<file path="src/hw/rtl/vdi_pkg.sv">
// Shared types and constants of the vertex deduplication indexer.
package vdi_pkg;

    localparam int MAX_VERTICES = 1024;
    localparam int ADDR_W       = $clog2(MAX_VERTICES);
    localparam int CNT_W        = $clog2(MAX_VERTICES + 1);
    localparam int IDX_W        = 10;
    localparam int COMP_W       = 32;
    localparam int TOL_W        = 16;
    localparam logic [TOL_W-1:0] TOL_RESET = 16'd7;

    typedef struct packed {
        logic signed [COMP_W-1:0] pos_x;
        logic signed [COMP_W-1:0] pos_y;
        logic signed [COMP_W-1:0] pos_z;
        logic signed [COMP_W-1:0] norm_x;
        logic signed [COMP_W-1:0] norm_y;
        logic signed [COMP_W-1:0] norm_z;
        logic signed [COMP_W-1:0] tex_u;
        logic signed [COMP_W-1:0] tex_v;
    } corner_t;

    typedef struct packed {
        logic [IDX_W-1:0] vertex_index;
        logic             was_new;
        logic             store_full;
    } result_t;

    typedef struct packed {
        logic              valid;
        logic [ADDR_W-1:0] idx;
    } scan_tag_t;

endpackage

</file>
<file path="src/hw/rtl/vdi_match.sv">
// Compare stage: checks one stored vertex against the corner within the tolerance.
module vdi_match (
    input  logic                       clk,
    input  logic                       rst_n,
    input  vdi_pkg::corner_t           stored,
    input  vdi_pkg::corner_t           corner,
    input  logic [vdi_pkg::TOL_W-1:0]  tolerance,
    input  vdi_pkg::scan_tag_t         tag_in,
    output vdi_pkg::scan_tag_t         tag_out,
    output logic                       match
);

    function automatic logic near(
        input logic [vdi_pkg::COMP_W-1:0] a,
        input logic [vdi_pkg::COMP_W-1:0] b,
        input logic [vdi_pkg::TOL_W-1:0]  tol
    );
        logic signed [vdi_pkg::COMP_W:0] diff;
        logic        [vdi_pkg::COMP_W:0] mag;
        diff = $signed({a[vdi_pkg::COMP_W-1], a}) - $signed({b[vdi_pkg::COMP_W-1], b});
        mag  = diff[vdi_pkg::COMP_W] ? (~diff + 1'b1) : diff;
        return mag <= {{(vdi_pkg::COMP_W + 1 - vdi_pkg::TOL_W){1'b0}}, tol};
    endfunction

    vdi_pkg::scan_tag_t tag_reg;
    logic               match_reg;
    logic               match_next;

    assign match_next = near(stored.pos_x,  corner.pos_x,  tolerance)
                      & near(stored.pos_y,  corner.pos_y,  tolerance)
                      & near(stored.pos_z,  corner.pos_z,  tolerance)
                      & near(stored.norm_x, corner.norm_x, tolerance)
                      & near(stored.norm_y, corner.norm_y, tolerance)
                      & near(stored.norm_z, corner.norm_z, tolerance)
                      & near(stored.tex_u,  corner.tex_u,  tolerance)
                      & near(stored.tex_v,  corner.tex_v,  tolerance);

    always_ff @(posedge clk or negedge rst_n)
    begin
        if (!rst_n)
        begin
            tag_reg   <= '0;
            match_reg <= 1'b0;
        end
        else
        begin
            tag_reg   <= tag_in;
            match_reg <= match_next;
        end
    end

    assign tag_out = tag_reg;
    assign match   = match_reg;

endmodule

</file>
<file path="config.mk">
export PLATFORM = sky130hd
export DESIGN_NAME = vdi_match
export DESIGN_NICKNAME = d
export VERILOG_FILES = /design/src/hw/rtl/vdi_pkg.sv /design/src/hw/rtl/vdi_match.sv
export SDC_FILE = /design/constraint.sdc
export NUM_CORES = 1
export LEC_CHECK = 0
export ABC_AREA = 1
export BUFFER_PORTS_ARGS = -buffer_cell sky130_fd_sc_hd__buf_4
export CORE_MARGIN = 2
export CORE_UTILIZATION = 45
export DETAILED_ROUTE_END_ITERATION = 6
export HOLD_SLACK_MARGIN = 0.15
export PLACE_DENSITY = 0.72
export SLEW_MARGIN = 30
export SYNTH_ARGS = -nofsm -noshare
export SYNTH_HDL_FRONTEND = slang
export SYNTH_SLANG_ARGS = --single-unit
export TNS_END_PERCENT = 20
</file>
<file path="constraint.sdc">
create_clock -name clk -period 0.8 [get_ports clk]
set_input_delay 0.04 -clock clk [delete_from_list [all_inputs] [get_ports clk]]
set_output_delay 0.04 -clock clk [all_outputs]
set_load 0.005 [all_outputs]
</file>
==> results.sh, run 1 <==
export IMPL_yosysWarnings=0
export IMPL_drive_above_1_share_pct=29.91
export IMPL_overflow=0
export IMPL_h_tree_depth=1
export IMPL_synth_cell_types=57
export IMPL_die_h_um=270.9
export IMPL_worstPathMaxFanout=5
export IMPL_grt_pass1_wl_um=213600
export IMPL_firstDrtPassIters=6
export IMPL_start_util_pct=45.61
export IMPL_track_usage_pct=35.03
export IMPL_fmax_ghz=0.2427
export IMPL_cts_buffer_depth=2
export IMPL_cp_end_kind="register"
export IMPL_status="complete, but fails checks"
export IMPL_worstMarginPinSlew_ps=539.0
export IMPL_vias_per_cell=4.901
export IMPL_gp_congestion=1.010
export IMPL_grt_pass1_vias=45620
export IMPL_slew_viol_final=0
export IMPL_drt_iter0_markers=3200
export IMPL_core_um2=70270
export IMPL_synth_edf_count=0
export IMPL_fin_ws_ps=-3320
export IMPL_largest_reg_flops=11
export IMPL_start_kind="input port"
export IMPL_fillCellCount=6378
export IMPL_post_place_ws_ps=-3708
export IMPL_cellPowerDensity_nw_per_um2=1058
export IMPL_root_buffer="clkbuf_16"
export IMPL_peakVddDrop_v=0.0006868
export IMPL_path_class="in -> reg"
export IMPL_antenna_found_initial=2
export IMPL_die_x_um=270.9
export IMPL_critPathMaxStageDelay_ps=400
export IMPL_io_buffers=552
export IMPL_violations="setup timing"
export IMPL_holdWs_ps=187.8
export IMPL_postPlaceCellArea_um2=50720
export IMPL_layout_common_cells="2,300 x buf_4, 2,284 x nand2_1, 1,341 x inv_1"
export IMPL_clock_sinks=12
export IMPL_critical_path_arrival_ps=4310
export IMPL_async_reset_ff_share_pct=100.0
export IMPL_synth_cells=6486
export IMPL_syn_area_um2=32050
export IMPL_finalHoldViolations=0
export IMPL_syn_to_final_growth_pct=60.23
export IMPL_ys_ff_latch=12
export IMPL_slowest_stage="fa_2"
export IMPL_dieArea_um2=73370
export IMPL_fin_area_um2=51350
export IMPL_grt_max_degree=28
export IMPL_critPathMostFrequentCell="nand2_1"
export IMPL_finalPower_mw=54.33
export IMPL_synth_area_leaders="nand2_1 27%, inv_1 16%, ha_1 15%"
export IMPL_final_common_cell="buf_4"
export IMPL_netlist_area_leader_share_pct=27.04
export IMPL_pin_count=553
export IMPL_fin_crit_ps=4120
export IMPL_drtAntennaViolNets=0
export IMPL_fin_nets=9743
export IMPL_cts_buffers=3
export IMPL_via_count=47750
export IMPL_drcViolationCount=0
export IMPL_place_hpwl_um=120600
export IMPL_wire_per_inst_um=13.86
export IMPL_finalSetupViolCount=6
export IMPL_synthFlopType="dfrtp_1"
export IMPL_routed_wl_um=135000
export IMPL_clkTransAtPathRegs_ps=60
export IMPL_startpoint="stored[32]"
export IMPL_synth_area_per_cell_um2=4.941
export IMPL_cts_tree="done"
export IMPL_rows=97
export IMPL_min_period_over_period_pct=515.0
export IMPL_synth_largest_area_cell="nand2_1"
export IMPL_synth_nets=7427
export IMPL_hp_class="in -> async"
export IMPL_yosysSeqAreaShare_pct=0.9370
export IMPL_maxCapViolations=0
export IMPL_rsz0062_at_grt="yes"
export IMPL_slew_headroom_pct=63.85
export IMPL_required_ps=990
export IMPL_power_leakage_nw=31.77
export IMPL_final_core_util_pct=73.08
cell type report:
| class | count | area (µm²) | share of cell area (%) |
|---|---|---|---|
| Timing Repair Buffer | 2340 | 17870 | 34.80 |
| Antenna cell | 2 | 5.005 | 0.009746 |
| Clock buffer | 4 | 88.84 | 0.1730 |
| Sequential cell | 12 | 300.3 | 0.5847 |
| Inverter | 1372 | 5162 | 10.05 |
| Tap cell | 940 | 1176 | 2.290 |
| Multi-Input combinational cell | 5073 | 26750 | 52.09 |
synthesized netlist by cell type (2+ instances only):
cell type and instances:
a21oi_2 14, buf_6 4, and3_1 2, xor2_1 123, o21ai_0 147, nor2_1 657, nor3b_1 4, xnor2_1 34
nand3b_1 60, o211ai_1 3, nor3_1 80, nand3_2 23, a211oi_1 7, buf_2 18, a31oi_1 8, nand2_2 78
a21o_1 9, nor4_1 7, and2_1 11, or2_2 3, ha_1 392, buf_4 4, nand4_2 2, a21boi_0 2
inv_2 25, inv_1 1344, clkinv_1 2, nor3_2 7, nor2_4 10, a21oi_1 267, nand3_1 517, nor2_2 55
dfrtp_1 12, nand4_1 180, o21bai_1 21, nand2_1 2309, o21a_1 5, o31ai_1 2, o211a_1 2, clkbuf_1 4
fa_1 8, o21ai_1 9
metrics by stage:
stage / setup TNS, ps / instances
6_report: -3458 / 9743
3_5_place_dp: -3708 / 9715
2_1_floorplan: -3162 / 6486
4_1_cts: -3372 / 9732
5_1_grt: -3843 / 9742
3_3_place_gp: -3620 / 9715
worst max path at each step:
stage | end | slack [ps] | cells past startpoint
finish | match | -3320 | 43
global placement | match | -3620 | 41
global route | match | -3710 | 36
floorplan | match | -3160 | 43
CTS | match | -3300 | 41
detailed placement | match | -3710 | 34
timing repair:
item                                   4_1_cts  5_1_grt
setup endpoints to repair                    6        7
resized for setup                           21       70
endpoints found under the hold margin       23        0
setup buffers                                1        8
gates cloned                                 0        1
pin swaps                                    5       25
hold buffers                                12        0
worst max-delay path: cells and delay by family:
family                   cells  cell delay, ps
AO/OA/AOI/OAI                2             330
XOR/XNOR                     2             430
adder cells (fa/ha/maj)      3             830
buffers and inverters        6             470
AND/OR/NAND/NOR             30            2220
report_power, final:
part,switching (mW),internal [mW],leakage [nW]
Clock,0.367,0.762,0.0442
Combinational,27.9,24.7,31.6
Sequential,0.0174,0.636,0.142
kinds of logic after synthesis:
group                      Yosys count  synth area share (%)
buffers and inverters             1402                 16.64
adders and majority gates          400                 15.80
DFF                                 12                0.9370
xor gates and xnor gates           158                 4.376
AOI/OAI and AO/OA                  503                 8.585
and+or+nand+nor                   4011                 53.66
per-layer routing:
layer | GRT usage, % | routed length, µm | vias up
met5 | 0 | 8 | -
met1 | 42.35 | 56470 | 21070
met3 | 2.725 | 7874 | 343
li1 | - | - | 24850
met4 | 14.70 | 6573 | 2
met2 | 63.35 | 64090 | 1485
(Power assumes the default switching activity.)
==> inputs of run 2 (changes only) <==
--- a/config.mk
+++ b/config.mk
@@ -9,6 +9,7 @@
 export BUFFER_PORTS_ARGS = -buffer_cell sky130_fd_sc_hd__buf_4
 export CORE_MARGIN = 2
 export CORE_UTILIZATION = 45
+export CTS_BUF_LIST = sky130_fd_sc_hd__clkbuf_8
 export DETAILED_ROUTE_END_ITERATION = 6
 export HOLD_SLACK_MARGIN = 0.15
 export PLACE_DENSITY = 0.72
==> run 2 against run 1 <==
The run still ends with setup timing left. Sequential share of layout area is essentially flat. Critical path depth did not move. Combinational power is essentially flat. Global-route usage is essentially flat. Routed wire length fell by 0.16%. Sequential power barely moved. Non-clock buffer count is the same. Core utilization is essentially flat. Setup slack lost 1.8 ps. Via count about the same. Sequential cell count did not move.
==> results.sh, run 2 (synthesis gave the netlist of run 1 again) <==
export IMPL_grt_max_degree=28
export IMPL_start_util_pct=45.61
export IMPL_drcViolationCount=0
export IMPL_slew_viol_final=0
export IMPL_maxCapViolations=0
export IMPL_multi_input_area_um2=26750
export IMPL_die_h_um=270.9
export IMPL_cts_buffers=3
export IMPL_largest_reg_flops=11
export IMPL_worstMarginPinSlew_ps=533.3
export IMPL_worstPathMaxFanout=5
export IMPL_drt_iter0_markers=3119
export IMPL_status="complete, but fails checks"
export IMPL_wire_per_inst_um=13.84
export IMPL_rows=97
export IMPL_register_area_um2=300.3
export IMPL_finalSetupViolCount=8
export IMPL_power_leakage_nw=31.76
export IMPL_min_period_over_period_pct=515.2
export IMPL_die_x_um=270.9
export IMPL_vias_per_cell=4.903
export IMPL_fmax_ghz=0.2426
export IMPL_grt_pass1_wl_um=213500
export IMPL_drive_above_1_share_pct=29.91
export IMPL_fillCellCount=6383
export IMPL_drtAntennaViolNets=0
export IMPL_core_um2=70270
export IMPL_h_tree_depth=1
export IMPL_fin_nets=9743
export IMPL_fin_ws_ps=-3322
export IMPL_slowest_stage="fa_2"
export IMPL_path_class="in -> reg"
export IMPL_holdWs_ps=180.8
export IMPL_gp_congestion=1.010
export IMPL_critical_path_arrival_ps=4320
export IMPL_hp_class="in -> async"
export IMPL_cp_end_kind="register"
export IMPL_cellPowerDensity_nw_per_um2=1051
export IMPL_io_buffers=552
export IMPL_syn_to_final_growth_pct=60.13
export IMPL_violations="setup timing"
export IMPL_critPathMaxStageDelay_ps=400
export IMPL_track_usage_pct=35.00
export IMPL_required_ps=1000
export IMPL_root_buffer="clkbuf_8"
export IMPL_clock_sinks=12
export IMPL_slew_headroom_pct=64.23
export IMPL_routed_wl_um=134800
export IMPL_firstDrtPassIters=6
export IMPL_antenna_found_initial=1
export IMPL_fin_setup_tns_ps=-3476
export IMPL_start_kind="input port"
export IMPL_via_count=47770
export IMPL_cts_buffer_depth=2
export IMPL_peakVddDrop_v=0.0007509
export IMPL_layout_common_cells="2,299 x buf_4, 2,284 x nand2_1, 1,341 x inv_1"
export IMPL_critPathMostFrequentCell="nand2_1"
export IMPL_pin_count=553
export IMPL_final_common_cell="buf_4"
export IMPL_grt_pass1_vias=45610
export IMPL_overflow=0
export IMPL_clkTransAtPathRegs_ps=80
export IMPL_place_hpwl_um=120600
export IMPL_rsz0062_at_grt="yes"
export IMPL_dieArea_um2=73370
export IMPL_finalHoldViolations=0
export IMPL_cts_tree="done"
export IMPL_fin_crit_ps=4122
## run 2: critical path, delay by kind of cell
kind / cells / cell delay [ps]
and+or+nand+nor: 30 / 2230
adders and majority gates: 3 / 830
buffers and inverters: 6 / 470
xor gates and xnor gates: 2 / 430
AOI/OAI and AO/OA: 2 / 330
## run 2: area by class of cell
class	instances	share of cell area, %
Tap cell	940	2.292
Sequential cell	12	0.5851
Timing Repair Buffer	2340	34.83
Inverter	1372	10.06
Clock buffer	4	0.1073
Multi-Input combinational cell	5073	52.12
Antenna cell	1	0.004876
## run 2: what timing repair did
action | 4_1_cts | 5_1_grt
endpoints found under the hold margin | 23 | 0
setup endpoints to repair | 7 | 9
pin swaps | 5 | 25
hold buffers | 12 | 0
cloned | 0 | 1
resized for setup | 22 | 70
buffers inserted | 1 | 8
## run 2: path summary, 6_finish.rpt
path,slack [ps],to,cells after the start,from
hold / removal,180,tag_out[1],2,rst_n
max in group asynchronous,430,tag_out[10],2,rst_n
setup / recovery,-3320,match,43,stored[32]
min in group clk,430,tag_out[5],2,tag_in[5]
## run 2: routing by layer
metal	global-route usage, %	part of all wire, %	routed length (µm)	up-vias
met2	63.36	47	63890	1473
met4	14.45	4.9	6613	0
met5	0	0	0	-
li1	-	-	-	24840
met3	2.760	5.6	7511	347
met1	42.32	42	56780	21110
## run 2: power by group
part           internal [mW]  switching (mW)  total, mW
Combinational           24.7            27.8       52.5
Clock                  0.437           0.312      0.749
Sequential             0.635          0.0179      0.653
## run 2: stage by stage
step	cells	util (%)	setup WS [ps]	area [µm²]	total power [mW]
after global placement	9715	72.17	-3620	50720	50.04
after global routing	9742	73.03	-3694	51320	59.38
after detailed placement	9715	72.17	-3708	50720	51.29
after CTS	9732	72.55	-3297	50980	52.52
after floorplan	6486	-	-3162	32090	26.87
final	9742	73.03	-3322	51320	53.93
